File: src/sv/srtf_pkg.sv
// Shared types and constants for the SRTF schedule simulator.
// No dependencies; imported by the top level, the compare unit and the checker.
package srtf_pkg;

    localparam int DEFAULT_MAX_PROCESSES = 16;

    localparam int ARR_W      = 12;
    localparam int BUR_W      = 8;
    localparam int IDX_OUT_W  = 4;
    localparam int COMP_OUT_W = 13;
    localparam int TIME_OUT_W = 12;

    localparam int ARR_MAX = (1 << ARR_W) - 1;
    localparam int BUR_MAX = (1 << BUR_W) - 1;

    typedef enum logic [2:0] {
        ST_LOAD,
        ST_TICK,
        ST_SCAN,
        ST_SCAN_END,
        ST_UPDATE,
        ST_EMIT_RD,
        ST_EMIT_WR
    } srtf_state_t;

    typedef struct packed {
        logic found;
        logic has_next;
    } pick_flags_t;

endpackage

File: src/sv/srtf_schedule_simulator.sv
// Channel | Dir | Handshake         | Payload
// in      | in  | in_valid/in_ready | arrival_time, burst_time, last_process
// out     | out | out_valid/out_ready| process_index, completion_time, turnaround_time,
//         |     |                   | waiting_time, last_result
// Loading takes one cycle per process; the transfer with last_process starts the run.
// Each simulated tick makes one RAM read per stored process through the shared compare
// unit, then an update step. Idle stretches collapse to one tick.
// Results leave one at a time through the output register; in_ready is high
// again as soon as the last result is loaded into that register.
// Reset clears the sequencer and counters; the stores need no clearing pass.
// Depends on srtf_pkg, srtf_ram and srtf_pick.
module srtf_schedule_simulator #(
    parameter int MAX_PROCESSES = srtf_pkg::DEFAULT_MAX_PROCESSES
) (
    input  logic                            clk,
    input  logic                            rst_n,
    input  logic                            in_valid,
    output logic                            in_ready,
    input  logic [srtf_pkg::ARR_W-1:0]      arrival_time,
    input  logic [srtf_pkg::BUR_W-1:0]      burst_time,
    input  logic                            last_process,
    output logic                            out_valid,
    input  logic                            out_ready,
    output logic [srtf_pkg::IDX_OUT_W-1:0]  process_index,
    output logic [srtf_pkg::COMP_OUT_W-1:0] completion_time,
    output logic [srtf_pkg::TIME_OUT_W-1:0] turnaround_time,
    output logic [srtf_pkg::TIME_OUT_W-1:0] waiting_time,
    output logic                            last_result
);
    import srtf_pkg::*;

    localparam int IDX_W = $clog2(MAX_PROCESSES);
    localparam int CNT_W = $clog2(MAX_PROCESSES + 1);
    localparam int CLK_W = $clog2(ARR_MAX + 1 + MAX_PROCESSES * BUR_MAX);

    srtf_state_t state_reg, state_next;

    logic [CNT_W-1:0]      count_reg;
    logic [CNT_W-1:0]      done_reg;
    logic [CLK_W-1:0]      clock_reg;
    logic [IDX_W-1:0]      scan_idx_reg;
    logic [IDX_W-1:0]      emit_idx_reg;
    logic                  cand_valid_reg;
    logic [IDX_W-1:0]      cand_idx_reg;

    logic                  out_valid_reg;
    logic [IDX_OUT_W-1:0]  out_idx_reg;
    logic [COMP_OUT_W-1:0] out_comp_reg;
    logic [TIME_OUT_W-1:0] out_tat_reg;
    logic [TIME_OUT_W-1:0] out_wt_reg;
    logic                  out_last_reg;

    // control
    logic                  in_fire;
    logic                  store_ok;
    logic                  load_we;
    logic [IDX_W-1:0]      last_idx;
    logic                  scan_last;
    logic                  emit_last;
    logic                  out_load;
    logic                  run_done;
    logic                  pick_clear;
    logic                  retire;
    logic [BUR_W-1:0]      burst_adj;

    // RAM ports
    logic [IDX_W-1:0]      arr_raddr;
    logic [ARR_W-1:0]      arr_rdata;
    logic [BUR_W-1:0]      bur_rdata;
    logic                  rem_we;
    logic [IDX_W-1:0]      rem_waddr;
    logic [BUR_W-1:0]      rem_wdata;
    logic [BUR_W-1:0]      rem_rdata;
    logic [CLK_W-1:0]      comp_rdata;
    logic [CLK_W-1:0]      clock_inc;

    // compare unit
    pick_flags_t           pflags;
    logic [IDX_W-1:0]      best_idx;
    logic [BUR_W-1:0]      best_rem;
    logic [ARR_W-1:0]      next_arr;

    logic [CLK_W-1:0]      tat_full;
    logic [TIME_OUT_W-1:0] tat_trim;

    assign in_ready  = (state_reg == ST_LOAD);
    assign in_fire   = in_valid && in_ready;
    assign store_ok  = (count_reg < CNT_W'(MAX_PROCESSES));
    assign load_we   = in_fire && store_ok;
    assign burst_adj = (burst_time == '0) ? BUR_W'(1) : burst_time;
    assign last_idx  = IDX_W'(count_reg - CNT_W'(1));
    assign scan_last = (scan_idx_reg == last_idx);
    assign emit_last = (emit_idx_reg == last_idx);
    assign run_done  = (done_reg == count_reg);
    assign clock_inc = clock_reg + CLK_W'(1);
    assign out_load  = (state_reg == ST_EMIT_WR) && (!out_valid_reg || out_ready);

    // next state
    always_comb
    begin
        state_next = state_reg;
        unique case (state_reg)
            ST_LOAD:
            begin
                if (in_fire && last_process)
                begin
                    state_next = ST_TICK;
                end
            end
            ST_TICK:
            begin
                state_next = run_done ? ST_EMIT_RD : ST_SCAN;
            end
            ST_SCAN:
            begin
                if (scan_last)
                begin
                    state_next = ST_SCAN_END;
                end
            end
            ST_SCAN_END: state_next = ST_UPDATE;
            ST_UPDATE:   state_next = ST_TICK;
            ST_EMIT_RD:  state_next = ST_EMIT_WR;
            ST_EMIT_WR:
            begin
                if (out_load)
                begin
                    state_next = emit_last ? ST_LOAD : ST_EMIT_RD;
                end
            end
            default:     state_next = ST_LOAD;
        endcase
    end

    // sequencer outputs
    always_comb
    begin
        pick_clear = (state_reg == ST_TICK);
        retire     = (state_reg == ST_UPDATE) && pflags.found && (best_rem == BUR_W'(1));
        arr_raddr  = ((state_reg == ST_EMIT_RD) || (state_reg == ST_EMIT_WR)) ?
                     emit_idx_reg : scan_idx_reg;
        rem_we     = load_we || ((state_reg == ST_UPDATE) && pflags.found);
        if (state_reg == ST_UPDATE)
        begin
            rem_waddr = best_idx;
            rem_wdata = best_rem - BUR_W'(1);
        end
        else
        begin
            rem_waddr = count_reg[IDX_W-1:0];
            rem_wdata = burst_adj;
        end
    end

    srtf_ram #(.WIDTH(ARR_W), .DEPTH(MAX_PROCESSES)) u_arr_ram (
        .clk   (clk),
        .we    (load_we),
        .waddr (count_reg[IDX_W-1:0]),
        .wdata (arrival_time),
        .raddr (arr_raddr),
        .rdata (arr_rdata)
    );

    srtf_ram #(.WIDTH(BUR_W), .DEPTH(MAX_PROCESSES)) u_bur_ram (
        .clk   (clk),
        .we    (load_we),
        .waddr (count_reg[IDX_W-1:0]),
        .wdata (burst_adj),
        .raddr (emit_idx_reg),
        .rdata (bur_rdata)
    );

    srtf_ram #(.WIDTH(BUR_W), .DEPTH(MAX_PROCESSES)) u_rem_ram (
        .clk   (clk),
        .we    (rem_we),
        .waddr (rem_waddr),
        .wdata (rem_wdata),
        .raddr (scan_idx_reg),
        .rdata (rem_rdata)
    );

    srtf_ram #(.WIDTH(CLK_W), .DEPTH(MAX_PROCESSES)) u_comp_ram (
        .clk   (clk),
        .we    (retire),
        .waddr (best_idx),
        .wdata (clock_inc),
        .raddr (emit_idx_reg),
        .rdata (comp_rdata)
    );

    srtf_pick #(.IDX_W(IDX_W), .CLK_W(CLK_W)) u_pick (
        .clk        (clk),
        .rst_n      (rst_n),
        .clear      (pick_clear),
        .cand_valid (cand_valid_reg),
        .cand_idx   (cand_idx_reg),
        .cand_arr   (arr_rdata),
        .cand_rem   (rem_rdata),
        .sim_clock  (clock_reg),
        .flags      (pflags),
        .best_idx   (best_idx),
        .best_rem   (best_rem),
        .next_arr   (next_arr)
    );

    assign tat_full = comp_rdata - CLK_W'(arr_rdata);
    assign tat_trim = tat_full[TIME_OUT_W-1:0];

    always_ff @(posedge clk or negedge rst_n)
    begin
        if (!rst_n)
        begin
            state_reg      <= ST_LOAD;
            count_reg      <= '0;
            done_reg       <= '0;
            clock_reg      <= '0;
            scan_idx_reg   <= '0;
            emit_idx_reg   <= '0;
            cand_valid_reg <= 1'b0;
            out_valid_reg  <= 1'b0;
        end
        else
        begin
            state_reg      <= state_next;
            cand_valid_reg <= (state_reg == ST_SCAN);

            if (load_we)
            begin
                count_reg <= count_reg + CNT_W'(1);
            end
            else if (out_load && emit_last)
            begin
                count_reg <= '0;
            end

            if (retire)
            begin
                done_reg <= done_reg + CNT_W'(1);
            end
            else if (out_load && emit_last)
            begin
                done_reg <= '0;
            end

            // advance one tick, or jump straight to the next arrival when idle
            if (state_reg == ST_UPDATE)
            begin
                if (!pflags.found && pflags.has_next)
                begin
                    clock_reg <= CLK_W'(next_arr);
                end
                else
                begin
                    clock_reg <= clock_inc;
                end
            end
            else if (out_load && emit_last)
            begin
                clock_reg <= '0;
            end

            if (state_reg == ST_TICK)
            begin
                scan_idx_reg <= '0;
            end
            else if ((state_reg == ST_SCAN) && !scan_last)
            begin
                scan_idx_reg <= scan_idx_reg + IDX_W'(1);
            end

            if (state_reg == ST_TICK)
            begin
                emit_idx_reg <= '0;
            end
            else if (out_load && !emit_last)
            begin
                emit_idx_reg <= emit_idx_reg + IDX_W'(1);
            end

            if (out_load)
            begin
                out_valid_reg <= 1'b1;
            end
            else if (out_ready)
            begin
                out_valid_reg <= 1'b0;
            end
        end
    end

    always_ff @(posedge clk)
    begin
        cand_idx_reg <= scan_idx_reg;
        if (out_load)
        begin
            out_idx_reg  <= IDX_OUT_W'(emit_idx_reg);
            out_comp_reg <= comp_rdata[COMP_OUT_W-1:0];
            out_tat_reg  <= tat_trim;
            out_wt_reg   <= tat_trim - TIME_OUT_W'(bur_rdata);
            out_last_reg <= emit_last;
        end
    end

    assign out_valid       = out_valid_reg;
    assign process_index   = out_idx_reg;
    assign completion_time = out_comp_reg;
    assign turnaround_time = out_tat_reg;
    assign waiting_time    = out_wt_reg;
    assign last_result     = out_last_reg;

endmodule

File: src/sv/srtf_ram.sv
// Generic single-write, single-read RAM with registered read data.
// Depends on nothing; used for every per-process store.
module srtf_ram #(
    parameter int WIDTH = 8,
    parameter int DEPTH = 16
) (
    input  logic                     clk,
    input  logic                     we,
    input  logic [$clog2(DEPTH)-1:0] waddr,
    input  logic [WIDTH-1:0]         wdata,
    input  logic [$clog2(DEPTH)-1:0] raddr,
    output logic [WIDTH-1:0]         rdata
);

    logic [WIDTH-1:0] mem [DEPTH];

    always_ff @(posedge clk)
    begin
        if (we)
        begin
            mem[waddr] <= wdata;
        end
        rdata <= mem[raddr];
    end

endmodule

File: src/sv/srtf_pick.sv
// Shared compare unit: sees one stored process per cycle and keeps the best
// runnable one plus the earliest future arrival. Depends on srtf_pkg.
module srtf_pick #(
    parameter int IDX_W = 4,
    parameter int CLK_W = 13
) (
    input  logic                       clk,
    input  logic                       rst_n,
    input  logic                       clear,
    input  logic                       cand_valid,
    input  logic [IDX_W-1:0]           cand_idx,
    input  logic [srtf_pkg::ARR_W-1:0] cand_arr,
    input  logic [srtf_pkg::BUR_W-1:0] cand_rem,
    input  logic [CLK_W-1:0]           sim_clock,
    output srtf_pkg::pick_flags_t      flags,
    output logic [IDX_W-1:0]           best_idx,
    output logic [srtf_pkg::BUR_W-1:0] best_rem,
    output logic [srtf_pkg::ARR_W-1:0] next_arr
);
    import srtf_pkg::*;

    pick_flags_t          flags_reg, flags_next;
    logic [IDX_W-1:0]     best_idx_reg, best_idx_next;
    logic [BUR_W-1:0]     best_rem_reg, best_rem_next;
    logic [ARR_W-1:0]     best_arr_reg, best_arr_next;
    logic [ARR_W-1:0]     next_arr_reg, next_arr_next;
    logic                 unfinished;
    logic                 arrived;
    logic                 better;

    assign unfinished = (cand_rem != '0);
    assign arrived    = (CLK_W'(cand_arr) <= sim_clock);
    // Ties on remaining time go to earlier arrival; scan order covers lower index.
    assign better     = !flags_reg.found || (cand_rem < best_rem_reg) ||
                        ((cand_rem == best_rem_reg) && (cand_arr < best_arr_reg));

    always_comb
    begin
        flags_next    = flags_reg;
        best_idx_next = best_idx_reg;
        best_rem_next = best_rem_reg;
        best_arr_next = best_arr_reg;
        next_arr_next = next_arr_reg;
        if (clear)
        begin
            flags_next = '0;
        end
        else if (cand_valid && unfinished)
        begin
            if (arrived)
            begin
                if (better)
                begin
                    flags_next.found = 1'b1;
                    best_idx_next    = cand_idx;
                    best_rem_next    = cand_rem;
                    best_arr_next    = cand_arr;
                end
            end
            else if (!flags_reg.has_next || (cand_arr < next_arr_reg))
            begin
                flags_next.has_next = 1'b1;
                next_arr_next       = cand_arr;
            end
        end
    end

    always_ff @(posedge clk or negedge rst_n)
    begin
        if (!rst_n)
        begin
            flags_reg <= '0;
        end
        else
        begin
            flags_reg <= flags_next;
        end
    end

    always_ff @(posedge clk)
    begin
        best_idx_reg <= best_idx_next;
        best_rem_reg <= best_rem_next;
        best_arr_reg <= best_arr_next;
        next_arr_reg <= next_arr_next;
    end

    assign flags    = flags_reg;
    assign best_idx = best_idx_reg;
    assign best_rem = best_rem_reg;
    assign next_arr = next_arr_reg;

endmodule

File: config.mk
export PLATFORM = sky130hd
export DESIGN_NAME = srtf_schedule_simulator
export DESIGN_NICKNAME = d
export VERILOG_FILES = /design/src/sv/srtf_pkg.sv /design/src/sv/srtf_schedule_simulator.sv /design/src/sv/srtf_ram.sv /design/src/sv/srtf_pick.sv
export SDC_FILE = /design/constraint.sdc
export NUM_CORES = 1
export LEC_CHECK = 0
export BUFFER_PORTS_ARGS = -buffer_cell sky130_fd_sc_hd__buf_2
export CORE_MARGIN = 4
export CORE_UTILIZATION = 30
export DETAILED_ROUTE_END_ITERATION = 8
export SLEW_MARGIN = 20
export SYNTH_ARGS = -nofsm -noshare
export SYNTH_HDL_FRONTEND = slang
export SYNTH_SLANG_ARGS = --single-unit
File: constraint.sdc
create_clock -name clk -period 3.5 [get_ports clk]
set_input_delay 0.35 -clock clk [delete_from_list [all_inputs] [get_ports clk]]
set_output_delay 0.35 -clock clk [all_outputs]
set_load 0.02 [all_outputs]
==> impl_metrics.py <==
metrics = {
    "power_and_ir_drop": {
        "power_mw": 19.9,
        "p_leak_nw": 13.1,
        "powerDensity_nw_per_um2": 500,
        "peakVddDrop_mv": 0.446,
    },
    "sta": {
        "period_share": 0.950,
        "tns_ns": 0,
        "rsz0062_at_grt": "no",
        "report.final.slew_viol_count": 0,
        "setup_viol": 0,
        "clock_skew_ns": 0.0371,
        "fmax_ghz": 0.301,
        "hold_ws_ns": 0.0803,
        "timing_hold_violations_final": 0,
        "fin_crit_ns": 3.33,
        "worstMarginPinSlew_ns": 0.995,
        "slew_headroom": 0.335,
    },
    "yosys": {
        "synth_warnings": 0,
        "synth.distinct_cells": 75,
        "syn_avg_cell_area_um2": 16.5,
        "syn_nets": 2162,
        "yosysSeqAreaShare": 0.703,
        "netlist_area_um2": 34000,
        "synth_ff_type": "edfxtp_1",
        "synthesis.instances": 2062,
        "ys_ff_latch": 817,
        "synth-edff-count": 734,
        "async_flop_share": 0.0465,
    },
    "routing": {
        "via_per_inst": 5.05,
        "finalWirelength_mm": 84.4,
        "ant_nets": 0,
        "post_drt_wl_per_cell_um": 22.2,
        "drt-initial-drc-count": 1896,
        "drc": 0,
        "vias": 19200,
        "drt_pass1_iterations": 5,
    },
    "finish": {
        "layout.nets": 2330,
        "layout_common_cells": "edfxtp_1, mux4_2, buf_4, nand2_1, nand3_1",
        "drive_gt1_frac": 0.215,
        "reg.largest.list": "u_comp_ram.mem x208, u_arr_ram.mem x192",
        "regMostFlops": "u_comp_ram.mem",
        "largest_reg_flops": 208,
        "finalNonFillerCells": 3810,
        "layout_commonest_cell": "edfxtp_1",
        "syn_to_final_growth_pct": 16.9,
    },
    "die": {
        "dieArea_um2": 119000,
        "rows": 123,
        "core-area_um2": 112000,
        "start_util": 0.302,
        "die_h_um": 345,
        "die_x_um": 345,
        "io_pins": 69,
    },
    "global_routing": {
        "grt_pass1_vias": 19400,
        "antenna_found_initial": 16,
        "grt.overflow.total": 0,
        "grt_pass1_wl_mm": 126,
        "grt_max_degree": 88,
        "grt_util_all_layers": 0.141,
    },
    "clock_network": {
        "cts.sinks": 817,
        "cts_root_buf": "clkbuf_16",
        "clock_path_buffers": 3,
        "cts.clk_slew.worst_paths_ns": 0.06,
        "htree_num_levels": 3,
        "post-cts-setup-buffers": 0,
        "numCtsBuffers": 83,
        "cts_tree": "built",
        "clock_latency_ns": 0.66,
    },
    "placement": {
        "dp.cells": 3644,
        "gp_congestion": 0.866,
        "io_buffers": 68,
        "dp_hpwl_mm": 54.9,
    },
    "run": {
        "maxCapViolations": 0,
    },
    "setup_path": {
        "cp-start-kind": "register",
        "cp.required_ns": 4.07,
        "crit_arrival_ns": 3.90,
        "end_kind": "register",
        "worstSetupPathType": "reg -> reg",
        "crit_path_max_fanout": 11,
    },
    "run_status": {
        "run_status": "finished clean",
    },
    "hold_path": {
        "hold_path.class": "in -> reg",
    },
}
[cell usage after synthesis, types with 13 or more instances]
library cell  count  share of area
xor2_1           18         0.0046
mux4_2          148          0.098
nor2_1           87         0.0096
inv_1            82         0.0091
clkbuf_1         78         0.0086
o21ai_0          66         0.0097
nand2_1         104          0.011
dfxtp_1          45          0.027
a311o_1          16         0.0047
buf_2            16         0.0024
nor3_1           23         0.0034
edfxtp_1        734           0.65
a22oi_1          13         0.0029
a21o_1           18         0.0040
dfrtp_1          38          0.028
nand3_1          94          0.014
and3_1           32         0.0059
xnor2_1          32         0.0082
and2_1           15         0.0028
a211oi_1         46          0.010
a21oi_1          60         0.0088
ha_1             73          0.027
nand2b_1         47         0.0087
mux2i_1          31         0.0091
[routing by layer]
metal  GRT usage  wire length, um
met1       0.200            37100
met5           0               13
met4      0.0398             2180
met3      0.0331             6570
met2       0.219            38600
[final timing paths]
| check | startpoint | endpoint | depth (start not counted) | slack (ns) |
|---|---|---|---|---|
| worst max-delay path | state_reg[1] | u_arr_ram.rdata[1] | 7 | 0.17 |
| worst min-delay path | arrival_time[10] | u_arr_ram.mem[5][10] | 1 | 0.08 |
| worst max register to register | state_reg[1] | u_arr_ram.rdata[1] | 7 | 0.17 |
| worst min register to register | cand_idx_reg[3] | u_pick.best_idx[3] | 0 | 0.41 |
| max in group asynchronous | rst_n | scan_idx_reg[0] | 2 | 2.75 |
| min in group asynchronous | rst_n | out_valid | 2 | 0.24 |
[worst max-delay path, cell delays in order, from the launching register on]
cell and delay [ns]:
dfrtp_1 0.61, xor2_2 0.44, nand2_1 0.31, mux2i_4 0.61
buf_4 0.26, mux4_2 0.32, a211oi_1 0.45, buf_4 0.24
[layout make-up]
| class | instances | area, um^2 |
|---|---|---|
| fill | 10500 | 72800 |
| sequential | 817 | 23900 |
| multi-input combinational | 1051 | 9380 |
| clock buffer | 105 | 2200 |
| tap | 1500 | 1880 |
| timing repair buffer | 194 | 1350 |
| clock inverter | 51 | 667 |
| inverter | 83 | 312 |
| antenna | 9 | 22.5 |
[logic make-up after synthesis]
logic type	share of synthesized area
DFF	0.703
and+or+nand+nor	0.0646
AOI/OAI and AO/OA	0.0577
buffers and inverters	0.0229
muxes	0.109
adders and majority gates	0.0281
xor gates and xnor gates	0.0152
[through the flow]
step	setup WS, ns	instance area [um^2]	util
3_5_place_dp	0.226	36800	0.327
6_report	0.174	39700	0.353
2_1_floorplan	0.385	34000	-
3_3_place_gp	0.212	36800	0.327
4_1_cts	0.169	39700	0.353
5_1_grt	0.0186	39700	0.353
[report_power, final]
part | switching, mW | leakage (nW) | internal [mW]
clock network | 3.84 | 1.37 | 5.34
logic | 0.104 | 4.53 | 0.0199
registers | 0.0000000000000000419 | 7.20 | 10.6
[timing repair]
action	in CTS	in global routing
gates resized for setup	0	1
hold endpoints to repair	38	0
endpoints found under the setup margin	0	2
hold buffers	1	0
(Power assumes the default switching activity.)
